===== config.mk =====
export PLATFORM = sky130hd
export DESIGN_NAME = mfre_seq
export DESIGN_NICKNAME = d
export VERILOG_FILES = /design/src/design/mfre_pkg.sv /design/src/design/mfre_seq.sv
export SDC_FILE = /design/constraint.sdc
export NUM_CORES = 1
export LEC_CHECK = 0
export ABC_AREA = 1
export BUFFER_PORTS_ARGS = -buffer_cell sky130_fd_sc_hd__buf_2
export CAP_MARGIN = 20
export CORE_MARGIN = 5
export CORE_UTILIZATION = 60
export DETAILED_ROUTE_END_ITERATION = 10
export GPL_TIMING_DRIVEN = 0
export PLACE_DENSITY = 0.79
export SETUP_SLACK_MARGIN = 0.15
export SYNTH_ARGS = -nofsm -noshare
export SYNTH_HDL_FRONTEND = slang
export SYNTH_SLANG_ARGS = --single-unit

===== constraint.sdc =====
create_clock -name clk_i -period 13.7 [get_ports clk_i]
set_clock_uncertainty 0.05 [all_clocks]
set_input_delay 2.74 -clock clk_i [delete_from_list [all_inputs] [get_ports clk_i]]
set_output_delay 2.74 -clock clk_i [all_outputs]
set_load 0.01 [all_outputs]

===== src/design/mfre_pkg.sv =====
package mfre_pkg;

  localparam int DIM_W     = 8;
  localparam int CFG_W     = 8;
  localparam int CFG_IDX_W = 1;
  localparam int OP_W      = 2;
  localparam int XF_W      = 3;
  localparam int VALUE_W   = 32;
  localparam int COORD_W   = 7;

  typedef logic [DIM_W-1:0] dim_t;

  localparam dim_t DIM_RESET = 8'd2;

  typedef enum logic [OP_W-1:0] {
    OP_LOAD  = 2'd0,
    OP_XFORM = 2'd1,
    OP_READ  = 2'd2
  } op_e;

  typedef enum logic [XF_W-1:0] {
    XF_VFLIP    = 3'd0,
    XF_HFLIP    = 3'd1,
    XF_ROT_CW   = 3'd2,
    XF_ROT_CCW  = 3'd3,
    XF_QUAD_CW  = 3'd4,
    XF_QUAD_CCW = 3'd5
  } xform_e;

  typedef enum logic [CFG_IDX_W-1:0] {
    CFG_ROWS = 1'b0,
    CFG_COLS = 1'b1
  } cfg_idx_e;

  typedef enum logic [1:0] {
    SEQ_IDLE  = 2'd0,
    SEQ_FLIP  = 2'd1,
    SEQ_COPY  = 2'd2,
    SEQ_DRAIN = 2'd3
  } seq_state_e;

  typedef struct packed {
    logic busy;
    logic done;
    logic flip_bank;
    logic swap_dims;
    logic rd_en;
    logic wr_en;
    logic wr_other;
  } seq_ctrl_t;

endpackage


===== src/design/mfre_seq.sv =====
module mfre_seq import mfre_pkg::*; #(
  parameter int ADDR_WIDTH = 14,
  parameter int DATA_WIDTH = 32
) (
  input  logic                  clk_i,
  input  logic                  rst_ni,
  input  logic                  start_i,
  input  xform_e                code_i,
  input  dim_t                  rows_i,
  input  dim_t                  cols_i,
  input  logic [DATA_WIDTH-1:0] rdata_i,
  output seq_ctrl_t             ctrl_o,
  output logic [ADDR_WIDTH-1:0] rd_addr_o,
  output logic [ADDR_WIDTH-1:0] wr_addr_o,
  output logic [DATA_WIDTH-1:0] wr_data_o
);

  localparam int SW = ((ADDR_WIDTH > 2 * DIM_W) ? ADDR_WIDTH : 2 * DIM_W) + 1;

  seq_state_e state_q, state_d;
  xform_e     code_q;
  dim_t       n_q, m_q, i_q, j_q, imax_q, jmax_q;
  logic [ADDR_WIDTH-1:0] rb_q, pa_q, pb_q, wa_q;
  logic                  ph_q, pend_q, wv_q;
  logic [DATA_WIDTH-1:0] hold_q;

  dim_t                  hn, hm, ma, mb;
  logic [2*DIM_W-1:0]    prod;
  logic [SW-1:0]         s_w, p_w, d_w;
  logic [ADDR_WIDTH-1:0] a_addr, b_addr, d_addr;
  logic                  row_end, item_last, step, in_top, in_left, is_flip, is_rot;

  assign hn = {1'b0, n_q[DIM_W-1:1]};
  assign hm = {1'b0, m_q[DIM_W-1:1]};
  assign is_flip = (code_q == XF_VFLIP) || (code_q == XF_HFLIP);
  assign is_rot  = (code_q == XF_ROT_CW) || (code_q == XF_ROT_CCW);
  assign row_end   = (j_q == jmax_q);
  assign item_last = row_end && (i_q == imax_q);
  assign in_top  = (i_q < hn);
  assign in_left = (j_q < hm);

  always_comb begin
    unique case (code_q)
      XF_VFLIP:   begin ma = dim_t'(n_q - dim_t'(1) - i_q); mb = m_q; end
      XF_ROT_CW:  begin ma = j_q;                          mb = n_q; end
      XF_ROT_CCW: begin ma = dim_t'(m_q - dim_t'(1) - j_q); mb = n_q; end
      default:    begin ma = hn;                           mb = m_q; end
    endcase
  end

  assign prod = ma * mb;
  assign p_w  = SW'(prod);
  assign s_w  = SW'(rb_q) + SW'(j_q);
  assign a_addr = ADDR_WIDTH'(s_w);

  always_comb begin
    if (code_q == XF_VFLIP) begin
      b_addr = ADDR_WIDTH'(p_w + SW'(j_q));
    end else begin
      b_addr = ADDR_WIDTH'(SW'(rb_q) + SW'(dim_t'(m_q - dim_t'(1) - j_q)));
    end
  end

  always_comb begin
    unique case (code_q)
      XF_ROT_CW:  d_w = p_w + SW'(dim_t'(n_q - dim_t'(1) - i_q));
      XF_ROT_CCW: d_w = p_w + SW'(i_q);
      XF_QUAD_CW: begin
        priority if (in_top && in_left) d_w = s_w + SW'(hm);
        else if (in_top)                d_w = s_w + p_w;
        else if (!in_left)              d_w = s_w - SW'(hm);
        else                            d_w = s_w - p_w;
      end
      XF_QUAD_CCW: begin
        priority if (in_top && in_left) d_w = s_w + p_w;
        else if (in_top)                d_w = s_w - SW'(hm);
        else if (!in_left)              d_w = s_w - p_w;
        else                            d_w = s_w + SW'(hm);
      end
      default: d_w = s_w;
    endcase
  end

  assign d_addr = ADDR_WIDTH'(d_w);

  // Flips swap pairs in place: read a, read b, then write a<-b, b<-a while
  // the next pair is read. Copies stream source reads into the other bank.
  always_comb begin
    state_d     = state_q;
    ctrl_o      = '0;
    ctrl_o.busy = (state_q != SEQ_IDLE);
    rd_addr_o   = a_addr;
    wr_addr_o   = wa_q;
    wr_data_o   = rdata_i;
    step        = 1'b0;
    unique case (state_q)
      SEQ_IDLE: begin
        if (start_i) begin
          state_d = ((code_i == XF_VFLIP) || (code_i == XF_HFLIP)) ? SEQ_FLIP : SEQ_COPY;
        end
      end
      SEQ_FLIP: begin
        ctrl_o.rd_en = 1'b1;
        rd_addr_o    = ph_q ? b_addr : a_addr;
        ctrl_o.wr_en = pend_q;
        wr_addr_o    = ph_q ? pb_q : pa_q;
        wr_data_o    = ph_q ? hold_q : rdata_i;
        if (ph_q) begin
          step = 1'b1;
          if (item_last) begin
            state_d = SEQ_DRAIN;
          end
        end
      end
      SEQ_COPY: begin
        ctrl_o.rd_en    = 1'b1;
        ctrl_o.wr_en    = wv_q;
        ctrl_o.wr_other = 1'b1;
        step            = 1'b1;
        if (item_last) begin
          state_d = SEQ_DRAIN;
        end
      end
      SEQ_DRAIN: begin
        if (is_flip) begin
          ctrl_o.wr_en = 1'b1;
          wr_addr_o    = ph_q ? pb_q : pa_q;
          wr_data_o    = ph_q ? hold_q : rdata_i;
          if (ph_q) begin
            ctrl_o.done = 1'b1;
            state_d     = SEQ_IDLE;
          end
        end else begin
          ctrl_o.wr_en     = wv_q;
          ctrl_o.wr_other  = 1'b1;
          ctrl_o.done      = 1'b1;
          ctrl_o.flip_bank = 1'b1;
          ctrl_o.swap_dims = is_rot;
          state_d          = SEQ_IDLE;
        end
      end
    endcase
  end

  always_ff @(posedge clk_i or negedge rst_ni) begin
    if (!rst_ni) begin
      state_q <= SEQ_IDLE;
      code_q  <= XF_VFLIP;
      i_q     <= '0;
      j_q     <= '0;
      rb_q    <= '0;
      ph_q    <= 1'b0;
      pend_q  <= 1'b0;
      wv_q    <= 1'b0;
    end else begin
      state_q <= state_d;
      wv_q    <= (state_q == SEQ_COPY);
      if ((state_q == SEQ_IDLE) && start_i) begin
        code_q <= code_i;
        i_q    <= '0;
        j_q    <= '0;
        rb_q   <= '0;
        ph_q   <= 1'b0;
        pend_q <= 1'b0;
      end else begin
        if ((state_q == SEQ_FLIP) || ((state_q == SEQ_DRAIN) && is_flip)) begin
          ph_q <= !ph_q;
        end
        if ((state_q == SEQ_FLIP) && ph_q) begin
          pend_q <= 1'b1;
        end
        if (step) begin
          if (row_end) begin
            j_q  <= '0;
            i_q  <= dim_t'(i_q + dim_t'(1));
            rb_q <= ADDR_WIDTH'(SW'(rb_q) + SW'(m_q));
          end else begin
            j_q <= dim_t'(j_q + dim_t'(1));
          end
        end
      end
    end
  end

  always_ff @(posedge clk_i) begin
    if ((state_q == SEQ_IDLE) && start_i) begin
      n_q    <= rows_i;
      m_q    <= cols_i;
      imax_q <= (code_i == XF_VFLIP) ? dim_t'({1'b0, rows_i[DIM_W-1:1]} - dim_t'(1))
                                     : dim_t'(rows_i - dim_t'(1));
      jmax_q <= (code_i == XF_HFLIP) ? dim_t'({1'b0, cols_i[DIM_W-1:1]} - dim_t'(1))
                                     : dim_t'(cols_i - dim_t'(1));
    end
    if ((state_q == SEQ_FLIP) && ph_q) begin
      hold_q <= rdata_i;
      pa_q   <= a_addr;
      pb_q   <= b_addr;
    end
    if (state_q == SEQ_COPY) begin
      wa_q <= d_addr;
    end
  end

endmodule


==> reports/results.ini, run 1 <==
[place]
dp_hpwl_mm = 35.9
dp.cells = 2350
gp_congestion = 1.01
io_buffers = 120

[floorplan]
initial_utilization_pct = 60.6
die-height_um = 166
num_io_pins = 121
die_area_mm2 = 0.0276
design.core.area_mm2 = 0.0242
rows = 57
die_w_um = 166

[clocking]
cts.repair.resized = 0
cts_setup_buffers = 0
htreeDepth = 4
cts_tree = done
clk_pin_slew_ns = 0.06
cts_sinks = 144
clock_path_buffers = 2
cts_buffers = 17
insertion_delay_ns = 0.43
cts_hold_buf = 0
root_buffer = clkbuf_16

[timing]
rsz0062_at_grt = no
final-max-slew-violation-count = 0
worstMarginPinSlew_ns = 1.11
fin_crit_sh_pct = 79.5
slew_headroom_pct = 25.3
setup_viol = 0
min_period_ns = 10.89
max_freq_mhz = 91.9
hold_viol = 0
tns_ns = 0

[synthesis]
synth_cells = 1903
syn_nets = 2148
synth.most_common_cell = nand2_1
ys_seq_area_share_pct = 28.2
synthDistinctLibCells = 61
synth_edf_count = 106
synth_area_leaders = edfxtp_1, ha_1, nand2_1, inv_1, dfrtp_1
yosysWarnings = 0
ys_ff_latch = 144
async_reset_ff_share_pct = 26.4
yosys.area.top_type = edfxtp_1
netlist_top_cells_count = nand2_1, inv_1, ha_1, nor2_1, nand3_1
synth_flop_cell = edfxtp_1
synth_area_mm2 = 0.0146
syn_area_per_cell_um2 = 7.69
yosys.area.top_type_share_pct = 21.7

[global_route]
grt_pass1_wl_mm = 70.7
grt_max_degree = 70
antenna_found_initial = 0
grtUsageTotal_pct = 31.8
grt_pass1_vias = 13146
gr-total-overflow = 0

[setup_path]
reg2reg_slack_ns = 4.95
slowest_stage = xor2_1
path_class = reg2out
cp.arrival_ns = 8.10
setup.worst_path.start_class = flop
path_common_cell = inv_1
slowest_delay_ns = 0.64
critPathRequiredTime_ns = 10.91
critPathMaxFanout = 7
setup.worst_path.end_class = output pin

[cells_and_area]
n_antenna_cell = 0
fill_cells = 2082
layout.nets = 2290
ff_latch_area_mm2 = 0.00413
multi_input_area_mm2 = 0.00918
layout.cells.non_filler = 2382
synthToLayoutAreaGrowth_pct = 10.9
drive_gt1_share_pct = 10.9

[min_path]
hp-class = reg2reg

[route]
drc_errors = 0
dr.pass1.iters = 6
drtAntennaViolNets = 0
wl_per_cell_um = 19.1
num_vias = 13965
drt-vias-per-instance = 5.86
routed_wl_mm = 45.6
drt_iter0_markers = 1293

[status]
status = finished, final reports clean

[flow_run]
cap_violations = 0

## layer usage
layer	part of all wire [%]	track usage (%)	up-vias
met2	47	52.4	625
li1	-	-	6656
met4	4.5	11.7	0
met1	41	42.1	6544
met3	7.7	5.93	140
met5	0	0	-
## flip-flops by register name, summed over array words and instances (netlist names)
signal / count
m_q: 8
wa_q: 14
n_q: 8
hold_q: 32
imax_q: 8
i_q: 8
code_q: 3
wv_q: 1
ph_q: 1
pend_q: 1
pa_q: 14
state_q: 2
j_q: 8
rb_q: 14
pb_q: 14
jmax_q: 8
## per-stage QoR
stage               hold slack, ns  worst slack [ns]  util [%]  area [µm²]
floorplan                    0.418              4.55         -       14600
global placement             0.444              2.97      64.7       15600
detailed placement           0.465              3.33      64.9       15700
CTS                          0.475              2.86      67.1       16200
global route                 0.493              2.33      67.1       16200
finish                       0.480              2.81      67.1       16200
## critical path: cells and delay by family (launching register included)
| kind | cells | cell delay [ns] |
|---|---|---|
| AOI/OAI and AO/OA | 5 | 1.11 |
| and+or+nand+nor | 7 | 0.71 |
| xor gates and xnor gates | 3 | 1.02 |
| DFF | 1 | 0.45 |
| adders and majority gates | 8 | 3.33 |
| buffers and inverters | 9 | 1.08 |
## cells in the final DEF, fill, tap and decap left out, types with 10 or more instances in the layout
| cell type | count |
|---|---|
| o31ai_1 | 12 |
| clkbuf_16 | 17 |
| a31oi_1 | 10 |
| or2_2 | 18 |
| clkbuf_1 | 26 |
| buf_2 | 139 |
| o21ai_0 | 118 |
| inv_1 | 287 |
| o211ai_1 | 16 |
| nor2_1 | 145 |
| fa_1 | 46 |
| xnor2_1 | 33 |
| nand3_1 | 121 |
| nand4_1 | 18 |
| dfrtp_1 | 38 |
| nor3_1 | 21 |
| xor2_1 | 59 |
| ha_1 | 145 |
| edfxtp_1 | 106 |
| a22o_1 | 32 |
| o221ai_1 | 14 |
| a21oi_1 | 112 |
| nand2_1 | 393 |
## cell type report
type / instances / share of cell area (%)
multi-input combinational: 1416 / 56.6
sequential: 144 / 25.5
inverter: 294 / 6.80
timing repair buffer: 123 / 3.88
clock buffer: 18 / 2.64
tap: 324 / 2.50
buffer: 49 / 1.41
clock inverter: 14 / 0.740
## logic make-up (layout without fill, tap and decap cells)
group	count (synthesis)	in the layout	share of synthesized area (%)
compound gates	377	377	15.8
xor+xnor	98	98	6.17
fa+ha+maj	191	191	18.7
buf+inv	343	498	9.07
flops	144	144	28.2
mux	4	4	0.282
simple gates	746	746	21.8
## worst paths after layout
| kind | to | start | cells after the start |
|---|---|---|---|
| max reg2reg | wa_q[13] | j_q[0] | 41 |
| min in group asynchronous | rb_q[10] | rst_ni | 1 |
| min | i_q[6] | i_q[6] | 1 |
| min reg2reg | i_q[6] | i_q[6] | 1 |
| max | rd_addr_o[13] | j_q[0] | 32 |
| max in group asynchronous | j_q[0] | rst_ni | 1 |
Power of run 1 is not shown: default switching activity piles up to over one toggle a cycle in this logic, so the estimate is an artifact.
==> run 2: changes to the inputs <==
--- a/config.mk
+++ b/config.mk
@@ -5,7 +5,7 @@
 export SDC_FILE = /design/constraint.sdc
 export NUM_CORES = 1
 export LEC_CHECK = 0
-export ABC_AREA = 1
+export ABC_AREA = 0
 export BUFFER_PORTS_ARGS = -buffer_cell sky130_fd_sc_hd__buf_2
 export CAP_MARGIN = 20
 export CORE_MARGIN = 5
==> constraint.sdc (replaced) <==
create_clock -name clk_i -period 10.5 [get_ports clk_i]
set_clock_uncertainty 0.05 [all_clocks]
set_input_delay 2.1 -clock clk_i [delete_from_list [all_inputs] [get_ports clk_i]]
set_output_delay 2.1 -clock clk_i [all_outputs]
set_load 0.01 [all_outputs]
==> reports/results.ini, run 2 <==
[min_path]
hp-start = pend_q  ; was i_q[6]
hp-class = reg2reg  ; unchanged
hold_path_depth = 1  ; unchanged
hold_end = pend_q  ; was i_q[6]

[setup_path]
setup.worst_path.start_class = flop  ; unchanged
slowest_stage = fa_1  ; was xor2_1
slowest_delay_ns = 0.53  ; was 0.64 ns
reg2reg_slack_ns = 1.66  ; was 4.95 ns
critPathRequiredTime_ns = 8.35  ; was 10.91 ns
reg2regPathDepth = 32  ; was 41
path_class = reg2out  ; unchanged
crit_start = j_q[0]  ; unchanged
r2r_start = j_q[4]  ; was j_q[0]
setup.worst_path.end_class = output pin  ; unchanged
path_common_cell = fa_1  ; was inv_1
critPathMaxFanout = 7  ; unchanged
reg2reg_to = wa_q[12]  ; was wa_q[13]
cp.arrival_ns = 7.94  ; was 8.10 ns

[timing]
worstMarginPinSlew_ns = 1.12  ; was 1.11 ns
fin_crit_sh_pct = 96.1
tns_ns = 0  ; unchanged
max_freq_mhz = 99.1
final-max-slew-violation-count = 0  ; unchanged
hold_viol = 0  ; unchanged
min_period_ns = 10.09
setup_viol = 0  ; unchanged
slew_headroom_pct = 25.0  ; was 25.3%
rsz0062_at_grt = no  ; unchanged

[synthesis]
ys_seq_area_share_pct = 28.1  ; was 28.2%
syn_nets = 1924  ; was 2,148
syn_area_per_cell_um2 = 8.77  ; was 7.69 µm²
yosys.area.top_type_share_pct = 21.6  ; was 21.7%
synth_edf_count = 106  ; unchanged
async_reset_ff_share_pct = 26.4  ; unchanged
synth_cells = 1679  ; was 1,903
synth_flop_cell = edfxtp_1  ; unchanged
yosys.area.top_type = edfxtp_1  ; unchanged
synth_area_leaders = edfxtp_1, ha_1, dfrtp_1, xnor2_1, fa_1  ; was edfxtp_1, ha_1, nand2_1, inv_1, dfrtp_1
synth.most_common_cell = nor2_1  ; was nand2_1
synth_area_mm2 = 0.0147  ; was 0.0146 mm²
netlist_top_cells_count = nor2_1, nand2_1, ha_1  ; was nand2_1, inv_1, ha_1, nor2_1, nand3_1
synthDistinctLibCells = 78  ; was 61
yosysWarnings = 0  ; unchanged
ys_ff_latch = 144  ; unchanged

[flow_run]
cap_violations = 0  ; unchanged

[floorplan]
die-height_um = 167  ; was 166 µm
die_area_mm2 = 0.0278  ; was 0.0276 mm²
num_io_pins = 121  ; unchanged
design.core.area_mm2 = 0.0242  ; about the same
initial_utilization_pct = 60.7  ; was 60.6%
rows = 57  ; unchanged
die_w_um = 167  ; was 166 µm

[clocking]
clk_pin_slew_ns = 0.07  ; was 0.06 ns
htreeDepth = 4  ; unchanged
insertion_delay_ns = 0.43  ; about the same
clock_path_buffers = 2  ; unchanged
cts_tree = done  ; unchanged
cts_buffers = 17  ; unchanged
cts_hold_buf = 0  ; unchanged
cts_sinks = 144  ; unchanged
root_buffer = clkbuf_16  ; unchanged

[cells_and_area]
synthToLayoutAreaGrowth_pct = 13.1  ; was 10.9%
largest_register_ffs = 32  ; unchanged
layout.nets = 2080  ; was 2,290
layout_common_cells = nor2_1, nand2_1, ha_1, inv_1, buf_2  ; was nand2_1, inv_1, nor2_1, ha_1, buf_2
final_common_cell = nor2_1  ; was nand2_1
regMostFlops = hold_q  ; unchanged
drive_gt1_share_pct = 13.1  ; was 10.9%
n_antenna_cell = 0  ; unchanged

[place]
io_buffers = 120  ; unchanged
dp_hpwl_mm = 35.2  ; was 35.9 mm
gp_congestion = 1.01  ; about the same

[route]
drt-vias-per-instance = 6.22  ; was 5.86
drc_errors = 0  ; unchanged
drt_iter0_markers = 1288  ; was 1,293
drtAntennaViolNets = 0  ; unchanged
wl_per_cell_um = 20.8  ; was 19.1 µm
num_vias = 13514  ; was 13,965
dr.pass1.iters = 6  ; unchanged
routed_wl_mm = 45.2  ; was 45.6 mm

[global_route]
grtUsageTotal_pct = 31.6  ; was 31.8%
gr-total-overflow = 0  ; unchanged
grt_pass1_wl_mm = 70.5  ; was 70.7 mm
grt_max_degree = 70  ; unchanged
antenna_found_initial = 0  ; unchanged
grt_pass1_vias = 13255  ; was 13,146

[status]
status = finished, final reports clean  ; unchanged

[run 2: cell count changes after synthesis, moves of 23 or more]
| cell | before | now |
|---|---|---|
| xnor2_1 | 33 | 107 |
| mux2i_1 | 3 | 33 |
| nand2_1 | 393 | 156 |
| nor2_1 | 145 | 168 |
| nor3_1 | 21 | 46 |
| nand3_1 | 121 | 39 |
| clkbuf_1 | 27 | 50 |
| inv_1 | 287 | 135 |
[run 2: timing repair]
action / CTS / global route
pin swaps: 1 / 4
setup buffers: 1 / 14
setup endpoints to repair: 5 / 7
gates resized for setup: 8 / 25
[run 2: layout make-up]
type                            instances  area, µm²
Buffer                                 61        241
Clock inverter                         13        203
Tap cell                              324        405
Inverter                              139        522
Fill cell                            1933       7600
Sequential cell                       144       4140
Clock buffer                           19        433
Timing Repair Buffer                  137        738
Multi-Input combinational cell       1335       9970
[run 2: cell families (layout without fill, tap and decap cells)]
kind of cell	after synthesis	after routing	share of synthesized area, %
simple gates	516	516	15.9
compound gates	421	421	19.1
buf+inv	200	369	5.13
fa+ha+maj	191	191	18.6
xor+xnor	157	157	9.59
flops	144	144	28.1
mux	50	50	3.62
[run 2: worst max-delay path, delay by kind of cell (launching register included)]
kind | cells | cell delay, ns
adders and majority gates | 7 | 2.75
DFF | 1 | 0.48
muxes | 2 | 0.48
xor gates and xnor gates | 2 | 0.36
and+or+nand+nor | 6 | 0.97
buffers and inverters | 7 | 0.73
AOI/OAI and AO/OA | 7 | 1.75
[run 2: metrics by stage]
| stage | hold slack [ns] | std cells | util [%] | cell area [µm²] | setup slack, ns |
|---|---|---|---|---|---|
| after detailed placement | 0.460 | 2125 | 65.0 | 15800 | 0.0862 |
| after floorplan | 0.414 | 1679 | - | 14700 | 1.60 |
| after global routing | 0.498 | 2172 | 68.7 | 16700 | 0.149 |
| after global placement | 0.436 | 2123 | 64.9 | 15700 | 0.195 |
| after CTS | 0.473 | 2158 | 67.8 | 16500 | 0.206 |
| final | 0.468 | 2172 | 68.7 | 16700 | 0.410 |
[run 2: worst max path at each step]
stage | depth (start not counted) | slack, ns | endpoint
final | 31 | 0.41 | rd_addr_o[13]
after global routing | 31 | 0.15 | rd_addr_o[13]
after CTS | 30 | 0.21 | rd_addr_o[13]
after detailed placement | 31 | 0.09 | rd_addr_o[13]
after global placement | 31 | 0.19 | rd_addr_o[13]
after floorplan | 28 | 1.60 | rd_addr_o[13]
[run 2: routing by layer]
layer  vias to the layer above  part of all wire, %  GRT usage (%)  wire length (µm)
met4                         0                  4.3           12.9              1940
met1                      6453                   41           41.5             18500
met3                       144                  7.7           4.48              3490
li1                       6277                    -              -                 -
met5                         -                    0              0                 0
met2                       640                   47           53.0             21200
Power of run 2 is left out for the same reason.
